$ cat src/hdl/sti_pkg.sv
package sti_pkg;

    typedef logic signed [15:0] t_word;
    typedef logic [1:0]         t_alu_op;

    localparam t_alu_op ALU_ADD = 2'd0;
    localparam t_alu_op ALU_SUB = 2'd1;
    localparam t_alu_op ALU_ABS = 2'd2;
    localparam t_alu_op ALU_MUL = 2'd3;

    typedef struct packed {
        t_alu_op op;
        t_word   a;
        t_word   b;
    } t_alu_req;

    typedef struct packed {
        t_word res;
        logic  neg;
    } t_alu_rsp;

    localparam logic REQ_WRITE   = 1'b0;
    localparam logic REQ_CONVERT = 1'b1;
    localparam logic KIND_SHORT  = 1'b0;
    localparam logic KIND_LONG   = 1'b1;

    localparam logic [2:0] REG_SHORT_MAX  = 3'd0;
    localparam logic [2:0] REG_SHORT_MIN  = 3'd1;
    localparam logic [2:0] REG_LONG_MAX   = 3'd2;
    localparam logic [2:0] REG_LONG_MIN   = 3'd3;
    localparam logic [2:0] REG_SHORT_LAST = 3'd4;
    localparam logic [2:0] REG_LONG_LAST  = 3'd5;
    localparam logic [2:0] REG_SHORT_STEP = 3'd6;
    localparam logic [2:0] REG_LONG_STEP  = 3'd7;

    localparam logic [7:0] NEAR_SHORT_CM = 8'd4;
    localparam logic [7:0] FAR_SHORT_CM  = 8'd30;
    localparam logic [7:0] NEAR_LONG_CM  = 8'd10;
    localparam logic [7:0] FAR_LONG_CM   = 8'd70;

    localparam int DIV_STEPS = 14;

endpackage

$ cat src/hdl/sensor_table_interpolator.sv
// Write word: written into the table of its sensor kind, no result.
// Convert word, clamped: the sequencer goes to S_DONE, which loads the result register.
// Convert word, interpolated: binary search with probes on the registered table read,
//   five setup steps, 14 divide steps, then sum and load.
// One word in flight; ready only while the sequencer idles. The result register frees it.
// Synchronous active-low reset clears the sequencer and output valid and loads config defaults.
module sensor_table_interpolator #(
    parameter int SHORT_TABLE_DEPTH = 16,
    parameter int LONG_TABLE_DEPTH  = 16
) (
    input  logic        i_clk,
    input  logic        i_rst_n,
    input  logic        s_axis_tvalid,
    output logic        s_axis_tready,
    input  logic [23:0] s_axis_tdata,  // entry_index[3:0], entry_value[13:4], sample[23:14]
    input  logic [1:0]  s_axis_tuser,  // req_type[0], sensor_kind[1]
    output logic        m_axis_tvalid,
    input  logic        m_axis_tready,
    output logic [7:0]  m_axis_tdata,  // distance_cm[7:0]
    output logic        m_axis_tuser,  // clamped[0]
    input  logic        i_cfg_valid,
    output logic        o_cfg_ready,
    input  logic [2:0]  i_cfg_index,
    input  logic [9:0]  i_cfg_data
);

    localparam logic [3:0] S_IDLE   = 4'd0;
    localparam logic [3:0] S_SEARCH = 4'd1;
    localparam logic [3:0] S_PROBE  = 4'd2;
    localparam logic [3:0] S_RD_HI  = 4'd3;
    localparam logic [3:0] S_RD_LO  = 4'd4;
    localparam logic [3:0] S_DIFF   = 4'd5;
    localparam logic [3:0] S_MUL    = 4'd6;
    localparam logic [3:0] S_BASE   = 4'd7;
    localparam logic [3:0] S_DIV    = 4'd8;
    localparam logic [3:0] S_SUM    = 4'd9;
    localparam logic [3:0] S_DONE   = 4'd10;

    logic [9:0] r_short_max, r_short_min, r_long_max, r_long_min;
    logic [3:0] r_short_last, r_long_last, r_short_step, r_long_step;

    logic [3:0]          r_state, n_state;
    logic                r_kind, n_kind;
    logic [9:0]          r_sample, n_sample;
    logic [3:0]          r_last, n_last;
    logic [3:0]          r_step, n_step;
    logic [3:0]          r_lower, n_lower;
    logic [3:0]          r_span, n_span;
    logic [9:0]          r_hi, n_hi;
    logic [9:0]          r_den_abs, n_den_abs;
    logic                r_den_neg, n_den_neg;
    logic                r_den_zero, n_den_zero;
    logic                r_neg, n_neg;
    logic [13:0]         r_num, n_num;
    logic [9:0]          r_rem, n_rem;
    logic [7:0]          r_base, n_base;
    logic [3:0]          r_cnt, n_cnt;
    sti_pkg::t_word      r_acc, n_acc;
    logic                r_clamped, n_clamped;
    logic                r_out_valid, n_out_valid;
    logic [7:0]          r_out_data, n_out_data;
    logic                r_out_user, n_out_user;

    logic                w_in_req, w_in_kind;
    logic [3:0]          w_in_idx;
    logic [9:0]          w_in_val, w_in_sample;
    logic                w_accept;
    logic [9:0]          w_max, w_min;
    logic [3:0]          w_last_in, w_step_in;
    logic [3:0]          w_span_half;
    logic [4:0]          w_probe;
    logic [3:0]          w_last_m1;
    logic [3:0]          w_lower_lim;
    logic [3:0]          w_rd_idx;
    logic [9:0]          w_short_rd, w_long_rd, w_rd_data;
    logic [10:0]         w_rem_shift;
    sti_pkg::t_alu_req   w_alu_req;
    sti_pkg::t_alu_rsp   w_alu_rsp;

    assign w_in_req    = s_axis_tuser[0];
    assign w_in_kind   = s_axis_tuser[1];
    assign w_in_idx    = s_axis_tdata[3:0];
    assign w_in_val    = s_axis_tdata[13:4];
    assign w_in_sample = s_axis_tdata[23:14];

    assign s_axis_tready = (r_state == S_IDLE);
    assign w_accept      = s_axis_tvalid && s_axis_tready;
    assign o_cfg_ready   = 1'b1;

    assign m_axis_tvalid = r_out_valid;
    assign m_axis_tdata  = r_out_data;
    assign m_axis_tuser  = r_out_user;

    always_ff @(posedge i_clk) begin
        if (!i_rst_n) begin
            r_short_max  <= 10'd1023;
            r_short_min  <= 10'd0;
            r_long_max   <= 10'd1023;
            r_long_min   <= 10'd0;
            r_short_last <= 4'd15;
            r_long_last  <= 4'd15;
            r_short_step <= 4'd1;
            r_long_step  <= 4'd5;
        end else if (i_cfg_valid && o_cfg_ready) begin
            case (i_cfg_index)
                sti_pkg::REG_SHORT_MAX:  r_short_max  <= i_cfg_data;
                sti_pkg::REG_SHORT_MIN:  r_short_min  <= i_cfg_data;
                sti_pkg::REG_LONG_MAX:   r_long_max   <= i_cfg_data;
                sti_pkg::REG_LONG_MIN:   r_long_min   <= i_cfg_data;
                sti_pkg::REG_SHORT_LAST: r_short_last <= i_cfg_data[3:0];
                sti_pkg::REG_LONG_LAST:  r_long_last  <= i_cfg_data[3:0];
                sti_pkg::REG_SHORT_STEP: r_short_step <= i_cfg_data[3:0];
                sti_pkg::REG_LONG_STEP:  r_long_step  <= i_cfg_data[3:0];
                default: ;
            endcase
        end
    end

    assign w_max     = (w_in_kind == sti_pkg::KIND_LONG) ? r_long_max  : r_short_max;
    assign w_min     = (w_in_kind == sti_pkg::KIND_LONG) ? r_long_min  : r_short_min;
    assign w_last_in = (w_in_kind == sti_pkg::KIND_LONG) ? r_long_last : r_short_last;
    assign w_step_in = (w_in_kind == sti_pkg::KIND_LONG) ? r_long_step : r_short_step;

    assign w_span_half = 4'((5'(r_span) + 5'(r_span[0])) >> 1);
    assign w_probe     = 5'(r_lower) + 5'(w_span_half);
    assign w_last_m1   = r_last - 4'd1;
    assign w_lower_lim = (r_lower > w_last_m1) ? w_last_m1 : r_lower;
    assign w_rem_shift = {r_rem, r_num[13]};

    sti_table #(
        .DEPTH(SHORT_TABLE_DEPTH)
    ) u_short_table (
        .i_clk    (i_clk),
        .i_wr_en  (w_accept && w_in_req == sti_pkg::REQ_WRITE
                   && w_in_kind == sti_pkg::KIND_SHORT),
        .i_wr_idx (w_in_idx),
        .i_wr_data(w_in_val),
        .i_rd_idx (w_rd_idx),
        .o_rd_data(w_short_rd)
    );

    sti_table #(
        .DEPTH(LONG_TABLE_DEPTH)
    ) u_long_table (
        .i_clk    (i_clk),
        .i_wr_en  (w_accept && w_in_req == sti_pkg::REQ_WRITE
                   && w_in_kind == sti_pkg::KIND_LONG),
        .i_wr_idx (w_in_idx),
        .i_wr_data(w_in_val),
        .i_rd_idx (w_rd_idx),
        .o_rd_data(w_long_rd)
    );

    assign w_rd_data = (r_kind == sti_pkg::KIND_LONG) ? w_long_rd : w_short_rd;

    sti_alu u_alu (
        .i_req(w_alu_req),
        .o_rsp(w_alu_rsp)
    );

    always_comb begin
        n_state     = r_state;
        n_kind      = r_kind;
        n_sample    = r_sample;
        n_last      = r_last;
        n_step      = r_step;
        n_lower     = r_lower;
        n_span      = r_span;
        n_hi        = r_hi;
        n_den_abs   = r_den_abs;
        n_den_neg   = r_den_neg;
        n_den_zero  = r_den_zero;
        n_neg       = r_neg;
        n_num       = r_num;
        n_rem       = r_rem;
        n_base      = r_base;
        n_cnt       = r_cnt;
        n_acc       = r_acc;
        n_clamped   = r_clamped;
        n_out_data  = r_out_data;
        n_out_user  = r_out_user;
        n_out_valid = r_out_valid && !m_axis_tready;
        w_rd_idx    = r_lower;
        w_alu_req   = '{op: sti_pkg::ALU_ADD, a: '0, b: '0};

        case (r_state)
            S_IDLE: begin
                if (w_accept && w_in_req == sti_pkg::REQ_CONVERT) begin
                    n_kind   = w_in_kind;
                    n_sample = w_in_sample;
                    n_last   = (w_last_in == 4'd0) ? 4'd1 : w_last_in;
                    n_span   = (w_last_in == 4'd0) ? 4'd1 : w_last_in;
                    n_step   = w_step_in;
                    n_lower  = 4'd0;
                    if (w_in_sample > w_max) begin
                        n_acc     = sti_pkg::t_word'((w_in_kind == sti_pkg::KIND_LONG) ?
                                    sti_pkg::NEAR_LONG_CM : sti_pkg::NEAR_SHORT_CM);
                        n_clamped = 1'b1;
                        n_state   = S_DONE;
                    end else if (w_in_sample < w_min) begin
                        n_acc     = sti_pkg::t_word'((w_in_kind == sti_pkg::KIND_LONG) ?
                                    sti_pkg::FAR_LONG_CM : sti_pkg::FAR_SHORT_CM);
                        n_clamped = 1'b1;
                        n_state   = S_DONE;
                    end else begin
                        n_clamped = 1'b0;
                        n_state   = S_SEARCH;
                    end
                end
            end
            S_SEARCH: begin
                if (r_span > 4'd1) begin
                    n_span = w_span_half;
                    if (w_probe <= {1'b0, r_last}) begin
                        w_rd_idx = w_probe[3:0];
                        n_state  = S_PROBE;
                    end
                end else begin
                    n_lower  = w_lower_lim;
                    w_rd_idx = w_lower_lim;
                    n_state  = S_RD_HI;
                end
            end
            S_PROBE: begin
                w_alu_req = '{op: sti_pkg::ALU_SUB, a: sti_pkg::t_word'(w_rd_data),
                              b: sti_pkg::t_word'(r_sample)};
                if (!w_alu_rsp.neg) begin
                    n_lower = r_lower + r_span;
                end
                n_state = S_SEARCH;
            end
            S_RD_HI: begin
                n_hi     = w_rd_data;
                w_rd_idx = r_lower + 4'd1;
                n_state  = S_RD_LO;
            end
            S_RD_LO: begin
                w_alu_req  = '{op: sti_pkg::ALU_ABS, a: sti_pkg::t_word'(r_hi),
                               b: sti_pkg::t_word'(w_rd_data)};
                n_den_abs  = w_alu_rsp.res[9:0];
                n_den_neg  = w_alu_rsp.neg;
                n_den_zero = (w_alu_rsp.res == '0);
                n_state    = S_DIFF;
            end
            S_DIFF: begin
                w_alu_req = '{op: sti_pkg::ALU_ABS, a: sti_pkg::t_word'(r_hi),
                              b: sti_pkg::t_word'(r_sample)};
                n_num     = w_alu_rsp.res[13:0];
                n_neg     = w_alu_rsp.neg ^ r_den_neg;
                n_state   = S_MUL;
            end
            S_MUL: begin
                w_alu_req = '{op: sti_pkg::ALU_MUL, a: sti_pkg::t_word'(r_num),
                              b: sti_pkg::t_word'(r_step)};
                n_num     = w_alu_rsp.res[13:0];
                n_state   = S_BASE;
            end
            S_BASE: begin
                w_alu_req = '{op: sti_pkg::ALU_MUL,
                              a: sti_pkg::t_word'(5'(r_lower) + 5'd2),
                              b: sti_pkg::t_word'(r_step)};
                n_base    = w_alu_rsp.res[7:0];
                n_rem     = 10'd0;
                n_cnt     = 4'd0;
                n_state   = S_DIV;
            end
            S_DIV: begin
                w_alu_req = '{op: sti_pkg::ALU_SUB, a: sti_pkg::t_word'(w_rem_shift),
                              b: sti_pkg::t_word'(r_den_abs)};
                n_rem     = w_alu_rsp.neg ? w_rem_shift[9:0] : w_alu_rsp.res[9:0];
                n_num     = {r_num[12:0], !w_alu_rsp.neg};
                n_cnt     = r_cnt + 4'd1;
                if (r_cnt == 4'(sti_pkg::DIV_STEPS - 1)) begin
                    n_state = S_SUM;
                end
            end
            S_SUM: begin
                w_alu_req = '{op: r_neg ? sti_pkg::ALU_SUB : sti_pkg::ALU_ADD,
                              a: sti_pkg::t_word'(r_base),
                              b: r_den_zero ? sti_pkg::t_word'(0) : sti_pkg::t_word'(r_num)};
                n_acc     = w_alu_rsp.res;
                n_state   = S_DONE;
            end
            S_DONE: begin
                if (!r_out_valid || m_axis_tready) begin
                    n_out_valid = 1'b1;
                    n_out_user  = r_clamped;
                    if (r_acc < 0) begin
                        n_out_data = 8'd0;
                    end else if (r_acc > 16'sd255) begin
                        n_out_data = 8'd255;
                    end else begin
                        n_out_data = r_acc[7:0];
                    end
                    n_state = S_IDLE;
                end
            end
            default: begin
                n_state = S_IDLE;
            end
        endcase
    end

    always_ff @(posedge i_clk) begin
        if (!i_rst_n) begin
            r_state     <= S_IDLE;
            r_out_valid <= 1'b0;
        end else begin
            r_state     <= n_state;
            r_out_valid <= n_out_valid;
        end
    end

    always_ff @(posedge i_clk) begin
        r_kind     <= n_kind;
        r_sample   <= n_sample;
        r_last     <= n_last;
        r_step     <= n_step;
        r_lower    <= n_lower;
        r_span     <= n_span;
        r_hi       <= n_hi;
        r_den_abs  <= n_den_abs;
        r_den_neg  <= n_den_neg;
        r_den_zero <= n_den_zero;
        r_neg      <= n_neg;
        r_num      <= n_num;
        r_rem      <= n_rem;
        r_base     <= n_base;
        r_cnt      <= n_cnt;
        r_acc      <= n_acc;
        r_clamped  <= n_clamped;
        r_out_data <= n_out_data;
        r_out_user <= n_out_user;
    end

`ifndef SYNTH
    a_probe_follows_search: assert property (@(posedge i_clk) disable iff (!i_rst_n)
        r_state == S_PROBE |-> $past(r_state) == S_SEARCH)
        else $error("probe without search step");

    a_probe_in_range: assert property (@(posedge i_clk) disable iff (!i_rst_n)
        r_state == S_PROBE |-> $past(w_rd_idx) <= r_last)
        else $error("probe beyond last used entry");

    a_segment_in_range: assert property (@(posedge i_clk) disable iff (!i_rst_n)
        r_state == S_RD_LO |-> r_lower < r_last)
        else $error("segment past last entry");

    a_rem_below_divisor: assert property (@(posedge i_clk) disable iff (!i_rst_n)
        (r_state == S_DIV && !r_den_zero) |-> r_rem < r_den_abs)
        else $error("divide remainder not below divisor");
`endif

endmodule

$ cat src/hdl/sti_alu.sv
module sti_alu (
    input  sti_pkg::t_alu_req i_req,
    output sti_pkg::t_alu_rsp o_rsp
);

    logic signed [16:0] w_sum;
    logic signed [16:0] w_diff;
    logic        [19:0] w_prod;

    assign w_sum  = 17'(i_req.a) + 17'(i_req.b);
    assign w_diff = 17'(i_req.a) - 17'(i_req.b);
    assign w_prod = 20'(unsigned'(i_req.a)) * 20'(i_req.b[3:0]);

    always_comb begin
        case (i_req.op)
            sti_pkg::ALU_ADD: begin
                o_rsp.res = 16'(w_sum);
                o_rsp.neg = w_sum[16];
            end
            sti_pkg::ALU_SUB: begin
                o_rsp.res = 16'(w_diff);
                o_rsp.neg = w_diff[16];
            end
            sti_pkg::ALU_ABS: begin
                o_rsp.res = w_diff[16] ? 16'(-w_diff) : 16'(w_diff);
                o_rsp.neg = w_diff[16];
            end
            sti_pkg::ALU_MUL: begin
                o_rsp.res = 16'(w_prod);
                o_rsp.neg = 1'b0;
            end
            default: begin
                o_rsp.res = '0;
                o_rsp.neg = 1'b0;
            end
        endcase
    end

endmodule

$ cat src/hdl/sti_table.sv
module sti_table #(
    parameter int DEPTH = 16
) (
    input  logic       i_clk,
    input  logic       i_wr_en,
    input  logic [3:0] i_wr_idx,
    input  logic [9:0] i_wr_data,
    input  logic [3:0] i_rd_idx,
    output logic [9:0] o_rd_data
);

    localparam int AW = $clog2(DEPTH);

    logic [9:0] mem [DEPTH];
    logic [9:0] r_rd_data;
    logic       w_wr_ok;
    logic       w_rd_ok;

    assign w_wr_ok = 32'(i_wr_idx) < DEPTH;
    assign w_rd_ok = 32'(i_rd_idx) < DEPTH;

    always_ff @(posedge i_clk) begin
        if (i_wr_en && w_wr_ok) begin
            mem[AW'(i_wr_idx)] <= i_wr_data;
        end
    end

    // out-of-range entries read as zero
    always_ff @(posedge i_clk) begin
        r_rd_data <= w_rd_ok ? mem[AW'(i_rd_idx)] : 10'd0;
    end

    assign o_rd_data = r_rd_data;

endmodule

$ cat config.mk
export PLATFORM = sky130hd
export DESIGN_NAME = sensor_table_interpolator
export DESIGN_NICKNAME = d
export VERILOG_FILES = /design/src/hdl/sti_pkg.sv /design/src/hdl/sensor_table_interpolator.sv /design/src/hdl/sti_alu.sv /design/src/hdl/sti_table.sv
export SDC_FILE = /design/constraint.sdc
export NUM_CORES = 1
export LEC_CHECK = 0
export BUFFER_PORTS_ARGS = -buffer_cell sky130_fd_sc_hd__buf_2
export CAP_MARGIN = 30
export CELL_PAD_IN_SITES_DETAIL_PLACEMENT = 1
export CELL_PAD_IN_SITES_GLOBAL_PLACEMENT = 2
export CORE_ASPECT_RATIO = 1.75
export CORE_UTILIZATION = 48
export CTS_BUF_LIST = sky130_fd_sc_hd__clkbuf_2 sky130_fd_sc_hd__clkbuf_4 sky130_fd_sc_hd__clkbuf_8
export DETAILED_ROUTE_END_ITERATION = 6
export HOLD_SLACK_MARGIN = 0.06
export PLACE_DENSITY_LB_ADDON = 0.1
export REMOVE_ABC_BUFFERS = 1
export SLEW_MARGIN = 20
export SYNTH_ARGS = -nofsm -noshare
export SYNTH_HDL_FRONTEND = slang
export SYNTH_SLANG_ARGS = --single-unit
$ cat constraint.sdc
create_clock -name i_clk -period 18.9 [get_ports i_clk]
set_clock_uncertainty 0.05 [all_clocks]
set_input_delay 3.78 -clock i_clk [delete_from_list [all_inputs] [get_ports i_clk]]
set_output_delay 3.78 -clock i_clk [all_outputs]
set_load 0.02 [all_outputs]
# [Word-level counts from Yosys, hierarchy flattened]
# Memory sizes are Yosys's and may differ from the RTL's. A register that Yosys moved wholly into a read port is not among the register bits.
# Index checks and enable logic that the tools add are counted.
[totals] memories=2 in_bits=44 ramBits=320 word_cells=164 reg_bits=173 out_inout_bits=12
[memory_table] memory="u_long_table.mem" words=16 word_bits=10 read_ports=1 rd_ports_with_merged_regs=1 write_ports=1 line_no="sti_table.sv:14" rtl="logic [9:0] mem [DEPTH];"
[memory_table] memory="u_short_table.mem" words=16 word_bits=10 read_ports=1 rd_ports_with_merged_regs=1 write_ports=1 line_no="sti_table.sv:14"
[op_classes] eq_ne=29 bitwise_logic=3 muxes=48 magnitude_cmp=7 add_sub_neg=10 n_reduce_logical=35 n_mul=1
[op_table] cell="one-hot mux 34 bit (7 select lines)" n=1
[op_table] cell="two-way mux 4 bit" n=19
[op_table] cell="one-hot mux 17 bit (4 select lines)" n=1
[op_table] cell="two-way mux 16 bit" n=4
[op_table] cell="one-hot mux 4 bit (11 select lines)" n=1
[op_table] cell="two-way mux 10 bit" n=4
[op_table] cell="one-hot mux 16 bit (2 select lines)" n=1
[op_table] cell="one-hot mux 14 bit (2 select lines)" n=1
[op_table] cell="one-hot mux 4 bit (2 select lines)" n=3
[op_table] cell="one-hot mux 10 bit (2 select lines)" n=1
[op_table] cell="AND reduction 2 bit" n=10
[op_table] cell="adder 16 x 16 -> 17 bit" n=1
[op_table] cell="multiplier 17 x 4 -> 16 bit" n=1
[op_table] cell="subtractor 16 x 16 -> 17 bit" n=1
[op_table] cell="equality test 4 x 3 -> 1 bit, second input constant" n=4
[op_table] cell="equality test 4 bit, second input constant" n=4
[op_table] cell="greater-than comparator 16 x 9 -> 1 bit, second input constant" n=1
[op_table] cell="zero test 16 bit" n=1
[op_table] cell="< comparator 16 x 1 -> 1 bit, second input constant" n=1
[op_table] cell="negation 16 bit" n=1
[op_table] cell="two-way mux 14 bit" n=1
[op_table] cell="equality test 3 bit, second input constant" n=4
[op_table] cell="one-hot mux 4 bit (3 select lines)" n=1
[op_table] cell="greater-than comparator 10 bit" n=1
[op_table] cell="other kinds (36)" n=65

# [Longest topological paths before layout]
[logic_depth] word_depth=8 mapped_depth=24 mapped_depth_nobuf=23

# [Modules after synthesis]
# Synthesis repeated with hierarchy kept, for this count alone.
[unflattened] hier_cells=1969 area_unflattened_um2=25718.4
[by_module_without_submodules] module="sti_table" cells_each=279 n_inst=2 area_per_inst_um2=6353.6
[by_module_without_submodules] module="sensor_table_interpolator" cells_each=892 n_inst=1 area_per_inst_um2=9041.2
[by_module_without_submodules] module="sti_alu" cells_each=519 n_inst=1 area_per_inst_um2=3970.1

# [Worst setup path after synthesis]
# OpenSTA, ideal clock, no wires.
[synth_timing] path_kind="in2reg" startpoint="input s_axis_tuser[1]" endpoint="register r_acc[0], enable pin" arrival_time_ns=6.967 setup_time_ns=0.314 path_buffers=2 slack_ns=11.569 cell_stages=14 path_cell_list="buf_1 > clkbuf_1 > mux2i_1 > ha_1 > nor2b_1 > o21a_1 > o21a_1 > o21a_1 > o21a_1 > o21ai_0 > a21oi_1 > o31ai_1 > nand2_1 > a21o_1"
[synth_between] elab_chain_len=4 word_cells_on_any_way=6
[synth_rtl] element="start, declared" line_no="sensor_table_interpolator.sv:16" rtl="input logic [1:0] s_axis_tuser,"
[synth_rtl] element="two-way mux 10 bit, on equally long branches" line_no="sensor_table_interpolator.sv:119, sensor_table_interpolator.sv:120"
[synth_rtl] element="greater-than comparator 10 bit / < comparator 10 bit (equally long branches)" line_no="sensor_table_interpolator.sv:195, sensor_table_interpolator.sv:200"
[synth_rtl] element="inequality test 3 x 1 -> 1 bit (no line) (*)"
[synth_rtl] element="AND reduction 3 bit (no line) (*)"
[synth_rtl] element="end signal, assigned" line_no="sensor_table_interpolator.sv:330" rtl="r_acc <= n_acc;"
[synth_rtl] element="end, declared" line_no="sensor_table_interpolator.sv:58" rtl="sti_pkg::t_word r_acc, n_acc;"
# Every way passes the cells marked *; elsewhere a longest branch is shown, timed or not.
# A chain may end at the register's enable or synchronous reset.

# [Worst setup path after layout]
[layout_timing] startpoint="register r_state[0]" endpoint="register r_den_zero, data pin"
[layout_between] elab_chain_len=7 word_cells_on_any_way=19
[layout_rtl] element="start, declared" line_no="sensor_table_interpolator.sv:42" rtl="logic [3:0] r_state, n_state;"
[layout_rtl] element="start signal, assigned" line_no="sensor_table_interpolator.sv:309" rtl="r_state <= n_state;"
[layout_rtl] element="equality test 4 bit (tied with other cells)" line_no="sensor_table_interpolator.sv:186" rtl="case (r_state)"
[layout_rtl] element="one-hot mux 34 bit (7 select lines) (*)" line_no="sensor_table_interpolator.sv:186"
[layout_rtl] element="subtractor 16 x 16 -> 17 bit" line_no="sti_alu.sv:11" rtl="assign w_diff = 17'(i_req.a) - 17'(i_req.b);"
[layout_rtl] element="negation 16 bit" line_no="sti_alu.sv:25" rtl="o_rsp.res = w_diff[16] ? 16'(-w_diff) : 16'(w_diff);"
[layout_rtl] element="two-way mux 16 bit" line_no="sti_alu.sv:25"
[layout_rtl] element="one-hot mux 17 bit (4 select lines) (*)" line_no="sti_alu.sv:15" rtl="case (i_req.op)"
[layout_rtl] element="zero test 16 bit (*)" line_no="sensor_table_interpolator.sv:242" rtl="n_den_zero = (w_alu_rsp.res == '0);"
[layout_rtl] element="end signal, assigned" line_no="sensor_table_interpolator.sv:324" rtl="r_den_zero <= n_den_zero;"
[layout_rtl] element="end, declared" line_no="sensor_table_interpolator.sv:52" rtl="logic r_den_zero, n_den_zero;"
# Marked as above.

==> impl_metrics.env <==
export IMPL_outcome="finished clean"
export IMPL_synthCells=2340
export IMPL_fp_dieH_um=314
export IMPL_ys_top_cells_by_count="edfxtp_1, nand2_1, nor2_1, mux2i_1, a21oi_1"
export IMPL_yosysWarnings=0
export IMPL_cpPeakStageDelay_ns=0.82
export IMPL_viasPerCell=6.20
export IMPL_initial_core_util_pct=48.5
export IMPL_cts_sinks=513
export IMPL_hold_depth=0
export IMPL_clock_fmax_mhz=131
export IMPL_r2r_end="r_den_zero"
export IMPL_ys_seq_elements=513
export IMPL_fin_nets=2583
export IMPL_syn_cell_area_mm2=0.0267
export IMPL_synthMostInstantiatedCell="edfxtp_1"
export IMPL_grt_remaining_overflow=0
export IMPL_root_buffer="clkbuf_8"
export IMPL_area_growth_pct=10.7
export IMPL_die_w_um=180
export IMPL_finalSetupViolCount=0
export IMPL_synth_edff_count=432
export IMPL_num_rows=114
export IMPL_worstHoldEndpoint="m_axis_tuser"
export IMPL_synthDistinctLibCells=99
export IMPL_max_vdd_ir_drop_mv=0.128
export IMPL_rr_startpoint="r_state[0]"
export IMPL_drv_cap=0
export IMPL_die_area_mm2=0.0566
export IMPL_cp_slowest_cell="dfxtp_1"
export IMPL_fin_tns_setup_ns=0
export IMPL_slew_violations=0
export IMPL_worstPathCellList="nand4bb_1 -> nor2_1 -> buf_4 -> a221o_1 -> clkinv_1 -> nor2_1 -> fa_1 -> fa_1 -> ha_1 -> ha_1 -> a211oi_1 -> o21bai_1 -> a2111oi_0 -> o21ai_0 -> xor2_1 -> a22oi_1 -> nand2_1 -> o211ai_1 -> nor2b_1 -> and4_1"
export IMPL_worst_slew_pin_slew_ns=1.15
export IMPL_drive_above_1_share_pct=13.0
export IMPL_period_minus_slack_ns=7.61
export IMPL_hold_violations=0
export IMPL_synth_top_area_share_pct=48.6
export IMPL_worstHoldStart="r_clamped"
export IMPL_port_buffers=54
export IMPL_critPathMaxFanout=21
export IMPL_cp_arrival_ns=8.10
export IMPL_ctsHoldBuffers=0
export IMPL_finish_utilization_pct=53.7
export IMPL_core_area_mm2=0.0551
export IMPL_ys_top_cells_by_area="edfxtp_1, dfxtp_1, ha_1"
export IMPL_yosysTopAreaCell="edfxtp_1"
export IMPL_cp_end_kind="flip-flop"
export IMPL_leakagePower_nw=11.5
export IMPL_numCtsBuffers=78
export IMPL_via_count=19600
export IMPL_grt_max_degree=101
export IMPL_path_class="reg2reg"
export IMPL_totalWireLength_um=84700
export IMPL_hold_class="reg2reg"
export IMPL_rrSetupSlack_ns=11.29
export IMPL_clk_latency_ns=0.68
export IMPL_min_period_over_period_pct=40.3
export IMPL_synthFlopType="edfxtp_1"
export IMPL_clock_path_buffers=3
export IMPL_drc=0
export IMPL_dr_pass1_iters=5
export IMPL_async_flop_share_pct=0
export IMPL_cts_tree="done"
export IMPL_antenna_left=0
export IMPL_io_pins=56
export IMPL_synth_avg_cell_area_um2=11.4
export IMPL_h_tree_depth=3
export IMPL_drtIter0Drc=987
export IMPL_grt_pass1_wl_um=127000
export IMPL_wl_per_cell_um=26.8
export IMPL_clk_pin_slew_worst_paths_ns=0.08
export IMPL_rsz0062_at_grt="false"
export IMPL_worstRegToRegCells=20
export IMPL_gp_congestion=0.917
export IMPL_ys_seq_area_share_pct=54.7
export IMPL_cp_required_ns=19.39
export IMPL_hpwl_um=61600
export IMPL_start_kind="flip-flop"
export IMPL_slew_headroom_pct=23.2
export IMPL_powerDensity_mw_per_mm2=187
export IMPL_grtUsageTotal_pct=30.0
export IMPL_cts_setup_buffers=0
export IMPL_grt_pass1_vias=21100
export IMPL_ctsResizeCount=0
export IMPL_antenna_found_initial=1
[registers in the layout (all words and copies together) (netlist names), 10 cells and up]
name / cells
u_long_table.mem: 160
u_short_table.mem: 160
r_acc: 16
r_num: 14
r_den_abs: 10
r_hi: 10
r_long_max: 10
r_long_min: 10
r_rem: 10
r_sample: 10
r_short_max: 10
r_short_min: 10
u_long_table.o_rd_data: 10
u_short_table.o_rd_data: 10
[cells in the final DEF, fill, tap and decap left out, types with 31 or more instances in the layout]
cell and n:
nand2_1 218, xnor2_1 31, inv_1 106, buf_2 59, ha_1 105, nand4_1 50, nor2_1 134, mux2i_1 129
dfxtp_1 81, edfxtp_1 432, a21oi_1 114, a22o_1 46, o211ai_1 34, nor2b_1 31, nand3_1 106, buf_4 63
clkbuf_8 80, o21ai_0 92
[power breakdown]
group | internal [mW] | total [mW] | switching, mW
registers | 1.36 | 1.44 | 0.0771
clock network | 0.523 | 0.964 | 0.441
logic | 1.04 | 3.13 | 2.09
total | 2.93 | 5.54 | 2.61
[area by class of cell]
cell class | count | area [um2]
Multi-Input combinational cell | 1574 | 11200
Antenna cell | 1 | 2.50
Inverter | 111 | 419
Sequential cell | 513 | 14600
Timing Repair Buffer | 128 | 851
Tap cell | 696 | 871
Fill cell | 5792 | 25500
Clock inverter | 32 | 307
Clock buffer | 109 | 1320
[how the worst max path moves through the flow]
| stage | depth (start not counted) | from | end | slack, ns |
|---|---|---|---|---|
| 3_5_place_dp | 14 | s_axis_tuser[1] | r_acc[10] | 11.23 |
| 6_report | 20 | r_state[0] | r_den_zero | 11.29 |
| 5_1_grt | 20 | r_state[0] | r_den_zero | 10.65 |
| 2_1_floorplan | 20 | r_state[1] | r_den_zero | 10.83 |
| 3_3_place_gp | 14 | s_axis_tuser[1] | r_acc[11] | 11.33 |
| 4_1_cts | 20 | r_state[0] | r_den_zero | 11.33 |
[kinds of logic after synthesis]
family                     share of synthesized area, %
xor gates and xnor gates                           1.68
adders and majority gates                          7.02
muxes                                              5.57
buffers and inverters                              3.77
and+or+nand+nor                                    12.8
AOI/OAI and AO/OA                                  14.5
DFF                                                54.7
other                                            0.0140
[critical path, delay by kind of cell, from the launching register on]
family | cells | cell delay, ns
xor gates and xnor gates | 1 | 0.19
AOI/OAI and AO/OA | 7 | 2.45
and+or+nand+nor | 6 | 1.68
DFF | 1 | 0.82
buffers and inverters | 2 | 0.65
adders and majority gates | 4 | 1.64
[per-stage QoR]
step | instances | hold slack, ns | setup slack, ns | total power, mW | instance area [um2]
2_1_floorplan | 2198 | 0.350 | 10.83 | 3.44 | 26100
3_3_place_gp | 2984 | 0.352 | 11.33 | 4.48 | 27600
3_5_place_dp | 3008 | 0.402 | 11.23 | 4.55 | 27800
4_1_cts | 3149 | 0.426 | 11.33 | 5.54 | 29400
5_1_grt | 3164 | 0.422 | 10.65 | 5.83 | 29600
6_report | 3164 | 0.413 | 11.29 | 5.54 | 29600
[routing by layer]
layer	GRT usage, %	routed length, um	vias up
li1	-	-	8941
met5	0	0	-
met3	3.20	2910	193
met2	58.0	46800	544
met1	30.9	30100	9937
met4	17.8	4790	0
Note: power is estimated with default switching activity, not from simulation.
